--- src/rtl/assert_macros.svh ---
// assertion macros shared by the value list store rtl
// no dependencies; included by modules that carry concurrent checks
`ifndef ASSERT_MACROS_SVH
`define ASSERT_MACROS_SVH

// clocked check, off while reset is asserted
`define VLS_ASSERT_CLK(lbl, clk, rstn, prop, msg) \
    lbl: assert property (@(posedge clk) disable iff (!rstn) prop) \
        else $error(msg);

// same check on the usual clock and reset port names
`define VLS_ASSERT(lbl, prop, msg) `VLS_ASSERT_CLK(lbl, i_clk, i_rst_n, prop, msg)

`endif

--- src/rtl/vls_pkg.sv ---
// value list store package: opcode and status codes, result record
// no dependencies
`default_nettype none

package vls_pkg;

    localparam int VAL_W     = 32;
    localparam int OPC_W     = 3;
    localparam int STAT_W    = 2;
    localparam int POS_W     = 6;
    localparam int CNT_OUT_W = 7;

    typedef enum logic [OPC_W-1:0] {
        OP_INSERT       = 3'd0,
        OP_REMOVE_FIRST = 3'd1,
        OP_FIND         = 3'd2,
        OP_REMOVE_VALUE = 3'd3,
        OP_CLEAR        = 3'd4
    } t_opcode;

    typedef enum logic [STAT_W-1:0] {
        ST_OK      = 2'd0,
        ST_FULL    = 2'd1,
        ST_EMPTY   = 2'd2,
        ST_MISSING = 2'd3
    } t_status;

    typedef struct packed {
        t_status                status;
        logic [POS_W-1:0]       position;
        logic [CNT_OUT_W-1:0]   entry_count;
    } t_result;

endpackage

`default_nettype wire

--- src/rtl/value_list_store_top.sv ---
// value list store top level: entry ram plus sequencer
// depends on vls_pkg, vls_ram and vls_ctrl
`default_nettype none

// Bounded list of signed 32-bit values, newest first, held oldest-first in one
// ram of LIST_DEPTH entries; the front of the list is the highest filled slot.
// Pulse start while busy is low to hand in an item. Every item gives exactly one
// result, shown for one cycle with o_done high; the receiver cannot stall it.
// Insert, remove first, clear and unused opcodes give their result the cycle
// after the item and leave busy low, so items may follow back to back. Find
// walks the list from the front, one entry per cycle through the single ram
// read port, and stops at the first match or after the last entry.
// Remove value adds the shift-down walk, one entry per cycle, which closes the
// gap left by a match below the front.
// No clearing pass after reset.
module value_list_store_top import vls_pkg::*; #(
    parameter int LIST_DEPTH = 64
) (
    input  wire logic                     i_clk,
    input  wire logic                     i_rst_n,
    input  wire logic                     start,
    output logic                          busy,
    input  wire logic [OPC_W-1:0]         i_opcode,
    input  wire logic signed [VAL_W-1:0]  i_item_value,
    output logic                          o_done,
    output logic [STAT_W-1:0]             o_status,
    output logic [POS_W-1:0]              o_position,
    output logic [CNT_OUT_W-1:0]          o_entry_count
);

    localparam int AW = $clog2(LIST_DEPTH);

    logic              w_req;
    logic [VAL_W-1:0]  w_value;
    logic              w_busy;
    logic              w_res_valid;
    t_result           w_res;
    logic              w_mem_we;
    logic [AW-1:0]     w_mem_waddr;
    logic [VAL_W-1:0]  w_mem_wdata;
    logic              w_mem_re;
    logic [AW-1:0]     w_mem_raddr;
    logic [VAL_W-1:0]  w_mem_rdata;

    assign w_req   = start & ~w_busy;
    assign w_value = $unsigned(i_item_value);

    vls_ctrl #(
        .LIST_DEPTH (LIST_DEPTH)
    ) u_ctrl (
        .i_clk       (i_clk),
        .i_rst_n     (i_rst_n),
        .i_req       (w_req),
        .i_opcode    (i_opcode),
        .i_value     (w_value),
        .o_busy      (w_busy),
        .o_res_valid (w_res_valid),
        .o_res       (w_res),
        .o_mem_we    (w_mem_we),
        .o_mem_waddr (w_mem_waddr),
        .o_mem_wdata (w_mem_wdata),
        .o_mem_re    (w_mem_re),
        .o_mem_raddr (w_mem_raddr),
        .i_mem_rdata (w_mem_rdata)
    );

    vls_ram #(
        .WIDTH (VAL_W),
        .DEPTH (LIST_DEPTH)
    ) u_entries (
        .i_clk   (i_clk),
        .i_we    (w_mem_we),
        .i_waddr (w_mem_waddr),
        .i_wdata (w_mem_wdata),
        .i_re    (w_mem_re),
        .i_raddr (w_mem_raddr),
        .o_rdata (w_mem_rdata)
    );

    assign busy          = w_busy;
    assign o_done        = w_res_valid;
    assign o_status      = w_res.status;
    assign o_position    = w_res.position;
    assign o_entry_count = w_res.entry_count;

endmodule

`default_nettype wire

--- src/rtl/vls_ram.sv ---
// generic single write port, single read port ram with registered read
// no dependencies
`default_nettype none

module vls_ram #(
    parameter int WIDTH = 32,
    parameter int DEPTH = 64
) (
    input  wire logic                     i_clk,
    input  wire logic                     i_we,
    input  wire logic [$clog2(DEPTH)-1:0] i_waddr,
    input  wire logic [WIDTH-1:0]         i_wdata,
    input  wire logic                     i_re,
    input  wire logic [$clog2(DEPTH)-1:0] i_raddr,
    output logic      [WIDTH-1:0]         o_rdata
);

    logic [WIDTH-1:0] r_mem [DEPTH];

    always_ff @(posedge i_clk) begin
        if (i_we) begin
            r_mem[i_waddr] <= i_wdata;
        end
        if (i_re) begin
            o_rdata <= r_mem[i_raddr];
        end
    end

endmodule

`default_nettype wire

--- src/rtl/vls_ctrl.sv ---
// value list store sequencer: count register, scan compare and shift-down walk
// depends on vls_pkg and assert_macros.svh; drives the entry ram ports
`default_nettype none
`include "assert_macros.svh"

module vls_ctrl import vls_pkg::*; #(
    parameter int LIST_DEPTH = 64
) (
    input  wire logic                          i_clk,
    input  wire logic                          i_rst_n,
    input  wire logic                          i_req,
    input  wire logic [OPC_W-1:0]              i_opcode,
    input  wire logic [VAL_W-1:0]              i_value,
    output logic                               o_busy,
    output logic                               o_res_valid,
    output t_result                            o_res,
    output logic                               o_mem_we,
    output logic [$clog2(LIST_DEPTH)-1:0]      o_mem_waddr,
    output logic [VAL_W-1:0]                   o_mem_wdata,
    output logic                               o_mem_re,
    output logic [$clog2(LIST_DEPTH)-1:0]      o_mem_raddr,
    input  wire logic [VAL_W-1:0]              i_mem_rdata
);

    localparam int AW = $clog2(LIST_DEPTH);
    localparam int CW = $clog2(LIST_DEPTH + 1);

    typedef enum logic [1:0] {
        S_IDLE,
        S_SCAN,
        S_SHIFT
    } t_state;

    t_state          r_state,    n_state;
    logic [CW-1:0]   r_count,    n_count;
    t_opcode         r_op,       n_op;
    logic [VAL_W-1:0] r_value,   n_value;
    logic [AW-1:0]   r_cmp_addr, n_cmp_addr;
    logic [AW-1:0]   r_cmp_pos,  n_cmp_pos;
    logic [AW-1:0]   r_wr_addr,  n_wr_addr;
    logic            r_res_valid, n_res_valid;
    t_result         r_res,      n_res;
    logic            match;

    assign match = (i_mem_rdata == r_value);

    always_comb begin
        n_state     = r_state;
        n_count     = r_count;
        n_op        = r_op;
        n_value     = r_value;
        n_cmp_addr  = r_cmp_addr;
        n_cmp_pos   = r_cmp_pos;
        n_wr_addr   = r_wr_addr;
        n_res_valid = 1'b0;
        n_res       = r_res;
        n_res.status   = ST_OK;
        n_res.position = '0;
        o_mem_we    = 1'b0;
        o_mem_waddr = AW'(r_count);
        o_mem_wdata = i_value;
        o_mem_re    = 1'b0;
        o_mem_raddr = r_cmp_addr;

        unique case (r_state)
            S_IDLE: begin
                if (i_req) begin
                    n_op        = t_opcode'(i_opcode);
                    n_value     = i_value;
                    n_res_valid = 1'b1;
                    unique case (t_opcode'(i_opcode))
                        OP_INSERT: begin
                            if (r_count == CW'(LIST_DEPTH)) begin
                                n_res.status = ST_FULL;
                            end else begin
                                o_mem_we = 1'b1;
                                n_count  = r_count + 1'b1;
                            end
                        end
                        OP_REMOVE_FIRST: begin
                            if (r_count == '0) begin
                                n_res.status = ST_EMPTY;
                            end else begin
                                n_count = r_count - 1'b1;
                            end
                        end
                        OP_FIND, OP_REMOVE_VALUE: begin
                            if (r_count == '0) begin
                                n_res.status = ST_EMPTY;
                            end else begin
                                n_res_valid = 1'b0;
                                o_mem_re    = 1'b1;
                                o_mem_raddr = AW'(r_count - 1'b1);
                                n_cmp_addr  = AW'(r_count - 1'b1);
                                n_cmp_pos   = '0;
                                n_state     = S_SCAN;
                            end
                        end
                        OP_CLEAR: begin
                            n_count = '0;
                        end
                        default: begin
                        end
                    endcase
                end
            end
            S_SCAN: begin
                if (match) begin
                    if (r_op == OP_FIND) begin
                        n_res_valid    = 1'b1;
                        n_res.position = POS_W'(r_cmp_pos);
                        n_state        = S_IDLE;
                    end else if (r_cmp_pos == '0) begin
                        n_count     = r_count - 1'b1;
                        n_res_valid = 1'b1;
                        n_state     = S_IDLE;
                    end else begin
                        o_mem_re    = 1'b1;
                        o_mem_raddr = r_cmp_addr + 1'b1;
                        n_wr_addr   = r_cmp_addr;
                        n_state     = S_SHIFT;
                    end
                end else if (r_cmp_addr == '0) begin
                    n_res_valid  = 1'b1;
                    n_res.status = ST_MISSING;
                    n_state      = S_IDLE;
                end else begin
                    o_mem_re    = 1'b1;
                    o_mem_raddr = r_cmp_addr - 1'b1;
                    n_cmp_addr  = r_cmp_addr - 1'b1;
                    n_cmp_pos   = r_cmp_pos + 1'b1;
                end
            end
            S_SHIFT: begin
                o_mem_we    = 1'b1;
                o_mem_waddr = r_wr_addr;
                o_mem_wdata = i_mem_rdata;
                if (CW'(r_wr_addr) + CW'(2) == r_count) begin
                    n_count     = r_count - 1'b1;
                    n_res_valid = 1'b1;
                    n_state     = S_IDLE;
                end else begin
                    o_mem_re    = 1'b1;
                    o_mem_raddr = r_wr_addr + AW'(2);
                    n_wr_addr   = r_wr_addr + 1'b1;
                end
            end
            default: begin
                n_state = S_IDLE;
            end
        endcase

        n_res.entry_count = CNT_OUT_W'(n_count);
    end

    always_ff @(posedge i_clk) begin
        if (!i_rst_n) begin
            r_state     <= S_IDLE;
            r_count     <= '0;
            r_res_valid <= 1'b0;
        end else begin
            r_state     <= n_state;
            r_count     <= n_count;
            r_res_valid <= n_res_valid;
        end
        r_op       <= n_op;
        r_value    <= n_value;
        r_cmp_addr <= n_cmp_addr;
        r_cmp_pos  <= n_cmp_pos;
        r_wr_addr  <= n_wr_addr;
        r_res      <= n_res;
    end

    assign o_busy      = (r_state != S_IDLE);
    assign o_res_valid = r_res_valid;
    assign o_res       = r_res;

    `VLS_ASSERT(a_count_bound, r_count <= CW'(LIST_DEPTH), "count above list depth")
    `VLS_ASSERT(a_res_when_idle, r_res_valid |-> (r_state == S_IDLE), "result while walking")
    `VLS_ASSERT(a_shift_in_range, (r_state == S_SHIFT) |-> (CW'(r_wr_addr) + CW'(2) <= r_count), "shift past top")
    `VLS_ASSERT(a_full_flag, (r_res_valid && (r_res.status == ST_FULL)) |-> (r_count == CW'(LIST_DEPTH)), "full flag with room left")

endmodule

`default_nettype wire

--- config.mk ---
export PLATFORM = sky130hd
export DESIGN_NAME = value_list_store_top
export DESIGN_NICKNAME = d
export VERILOG_FILES = /design/src/rtl/vls_pkg.sv /design/src/rtl/value_list_store_top.sv /design/src/rtl/vls_ram.sv /design/src/rtl/vls_ctrl.sv
export VERILOG_INCLUDE_DIRS = /design/src /design/src/rtl
export SDC_FILE = /design/constraint.sdc
export NUM_CORES = 2
export LEC_CHECK = 0
export ABC_AREA = 0
export BUFFER_PORTS_ARGS = -buffer_cell sky130_fd_sc_hd__buf_2
export CAP_MARGIN = 20
export CELL_PAD_IN_SITES_DETAIL_PLACEMENT = 1
export CELL_PAD_IN_SITES_GLOBAL_PLACEMENT = 1
export CORE_UTILIZATION = 53
export CTS_BUF_LIST = sky130_fd_sc_hd__clkbuf_4
export DETAILED_ROUTE_END_ITERATION = 12
export PLACE_DENSITY_LB_ADDON = 0.1
export SKIP_LAST_GASP = 1
export SLEW_MARGIN = 40
export SYNTH_ARGS = -nofsm -noshare
export SYNTH_HDL_FRONTEND = slang
export SYNTH_HIERARCHICAL = 1
export SYNTH_SLANG_ARGS = --single-unit
--- constraint.sdc ---
create_clock -name i_clk -period 5.45 [get_ports i_clk]
set_input_delay 1.09 -clock i_clk [delete_from_list [all_inputs] [get_ports i_clk]]
set_output_delay 1.09 -clock i_clk [all_outputs]
set_load 0.05 [all_outputs]
==> flow_summary.json <==
{
  "synthArstFlopShare": 0,
  "yosys-top-cells-count": "2,133 x edfxtp_1, 551 x mux4_2, 172 x nand2_1, 164 x nor2_1, 104 x o22ai_1",
  "die_w_um": 400,
  "vdd_drop_max_v": 0.000366,
  "grt_pass1_vias": 47000,
  "clkLatencyLatePin_ps": 1400,
  "p_sw_mw": 13.4,
  "crit_required_ps": 6590,
  "path_max_fanout": 63,
  "ys_seq_area_frac": 0.771,
  "cp_num_cells": 15,
  "place.gp.congestion": 0.872,
  "use_met3": 0.0682,
  "drv_cap": 0,
  "syn_inst": 3887,
  "p_per_area_nw_per_um2": 460,
  "grt_max_degree": 103,
  "max_stage_delay_ps": 650,
  "drt_iter0_drc": 5398,
  "crit_path_top_delay_cell": "edfxtp_1",
  "status": "finished, violations left",
  "syn_area_per_cell_um2": 21.5,
  "min_path_cells": 4,
  "dr.pass1.iters": 5,
  "grt_overflow": 0,
  "h-tree-depth": 6,
  "wire_per_inst_um": 33.8,
  "setup_viol": 5,
  "crit_path_end": "u_entries/o_rdata[12]",
  "vias": 44700,
  "maxSlewViolCount": 0,
  "grt_busiest_layer": "met2",
  "ys_top_cells_by_area": "edfxtp_1 76%, mux4_2 15%, o22ai_1 0.78%",
  "swShare": 0.302,
  "synth_top_area_cell": "edfxtp_1",
  "final_layout_size_suffix_gt1_frac": 0.383,
  "path_class": "reg2reg",
  "yosysMostFrequentCell": "edfxtp_1",
  "drc": 0,
  "syn_to_final_growth_pct": 15.0,
  "worstPathCellList": "xor2_1, nor4_2, nand4_1, nor2_1, buf_4, nor2_1, a221o_1, a221o_4, buf_12, buf_4, mux4_2, o22ai_1, o221ai_1, o21ai_1, nor3_1",
  "clockBufferDepth": 4,
  "nFillCells": 13200,
  "crit_family": "compound AO/OA/AOI/OAI gates",
  "nets": 4687,
  "cp-end-kind": "register",
  "syn_area_um2": 83700,
  "r2r_start": "u_entries/o_rdata[14]",
  "routed_wl_mm": 239,
  "cts_tree": "yes",
  "initial_core_util": 0.535,
  "fin_crit_ps": 5590,
  "crit_path_start": "u_entries/o_rdata[14]",
  "clock-sinks": 2158,
  "viasPerCell": 6.32,
  "ff_latch_area_um2": 64600,
  "track_usage": 0.304,
  "p_comb_frac": 0.272,
  "cts-root-buf": "clkbuf_4",
  "skew_ps": 96.1,
  "r2r_end": "u_entries/o_rdata[12]",
  "core_um2": 157000,
  "finalHoldViolCount": 0,
  "path_clk_slew_ps": 70,
  "finalPower_mw": 44.3,
  "power_leakage_nw": 31.5,
  "rr_worst_depth": 15,
  "fin_ws_ps": -136,
  "pin_count": 55,
  "finalCritPeriodShare": 1.02,
  "io_buffers": 54,
  "post-dp-hpwl_mm": 139,
  "ant_nets": 0,
  "synth_seq_cells": 2158,
  "fmax_mhz": 179,
  "hp-class": "in2reg",
  "syn_nets": 3933,
  "pwr-share-seq": 0.417,
  "crit_buf_inv": 3,
  "grt_antenna_before_repair": 21,
  "ys.flop_type": "edfxtp_1",
  "grt_pass1_wl_mm": 336,
  "p_int_mw": 30.9,
  "die_y_um": 400,
  "synth_warnings": 6,
  "numCtsBuffers": 569,
  "violations": "negative setup slack",
  "start_kind": "register",
  "multi_input_area_um2": 18800,
  "synth_edf_count": 2133,
  "use_met2": 0.487,
  "relSlewSlack": 0.439,
  "p_clk_frac": 0.311,
  "r2r_slack_ps": -140,
  "dieArea_um2": 160000,
  "rsz0062_at_grt": "false",
  "fin_tns_setup_ps": -319,
  "grt_use_met1": 0.410,
  "arrival_ps": 6720,
  "tightestPinTransition_ps": 838,
  "rows": 145,
  "yosys.area.top_type_share": 0.765,
  "synthDistinctLibCells": 77
}
cell type report:
cell class / count / area share
Clock buffer: 807 / 0.0629
Clock inverter: 130 / 0.00793
Multi-Input combinational cell: 1490 / 0.196
Inverter: 23 / 0.000896
Antenna cell: 6 / 0.000156
Sequential cell: 2158 / 0.670
Timing Repair Buffer: 399 / 0.0359
Tap cell: 2058 / 0.0267
worst min path at each step:
stage / from / end / slack (ps)
after global routing: start / u_ctrl/o_res[13] / 180
after detailed placement: u_ctrl/r_cmp_pos[1] / u_ctrl/o_res[8] / 610
after CTS: start / u_ctrl/o_res[13] / 80
after global placement: u_ctrl/r_cmp_pos[1] / u_ctrl/o_res[8] / 620
after floorplan: u_ctrl/r_cmp_pos[1] / u_ctrl/o_res[8] / 500
final: start / u_ctrl/o_res[13] / 220
per-stage QoR:
| stage | cells | setup WS [ps] | hold slack (ps) | cell area (um2) | util |
|---|---|---|---|---|---|
| detailed placement | 6087 | -299 | 612 | 89000 | 0.568 |
| global placement | 6085 | -325 | 616 | 88900 | 0.568 |
| CTS | 7060 | 3.92 | 76.1 | 96200 | 0.615 |
| floorplan | 3887 | 141 | 500 | 83700 | - |
| finish | 7071 | -136 | 223 | 96300 | 0.615 |
| global route | 7068 | 11.4 | 179 | 96300 | 0.615 |
routing by layer:
layer	vias up	routed length, um	share of wire
li1	18100	-	-
met1	23800	92100	0.39
met2	2359	117000	0.49
met3	449	22500	0.094
met4	2	7880	0.033
met5	-	13	0.000054
power groups by stage:
stage	Clock [mW]	Sequential (mW)	Combinational (mW)
2_1_floorplan	0	18.8	7.13
3_3_place_gp	0	18.8	11.8
3_5_place_dp	0	18.8	11.9
4_1_cts	14.1	18.5	12.0
5_1_grt	14.8	18.5	12.5
6_report	13.8	18.5	12.1
worst reg2reg max path, delay by kind of cell (launching register included):
kind	cells	cell delay (ps)
compound gates	5	1710
simple gates	5	1470
buf+inv	3	990
flops	1	650
mux	1	280
xor+xnor	1	270
logic make-up after synthesis:
kind of cell	share of synthesized area
flip-flops	0.771
multiplexers	0.158
AND/OR/NAND/NOR	0.0259
AO/OA/AOI/OAI	0.0245
buffers and inverters	0.0138
XOR/XNOR	0.00602
adder cells (fa/ha/maj)	0.00120
placed cells by master, fill, tap and decap left out, drive strengths merged, types with 39 or more instances in the layout:
master  count
clkbuf    808
o21ai      43
a21oi      76
nor2      165
clkinv    108
mux4      551
mux2i      39
nand2     172
edfxtp   2133
o22ai     104
buf       362
xor2       44
flip-flops by register name, indices dropped and copies added (netlist names):
| signal | flops |
|---|---|
| u_entries/o_rdata | 32 |
| u_ctrl/o_res_valid | 1 |
| u_entries/r_mem | 2048 |
| u_ctrl/r_cmp_addr | 6 |
| u_ctrl/o_res | 15 |
| u_ctrl/r_wr_addr | 6 |
| u_ctrl/r_op | 3 |
| u_ctrl/r_count | 7 |
| u_ctrl/r_cmp_pos | 6 |
| u_ctrl/r_state | 2 |
| u_ctrl/r_value | 32 |
what timing repair did:
item | 4_1_cts | 5_1_grt
gates resized for setup | 14 | 7
hold buffers | 36 | 0
endpoints found under the hold margin | 42 | 0
setup buffers | 0 | 3
gates cloned | 0 | 1
setup endpoints to repair | 21 | 11
(Power assumes the default switching activity.)
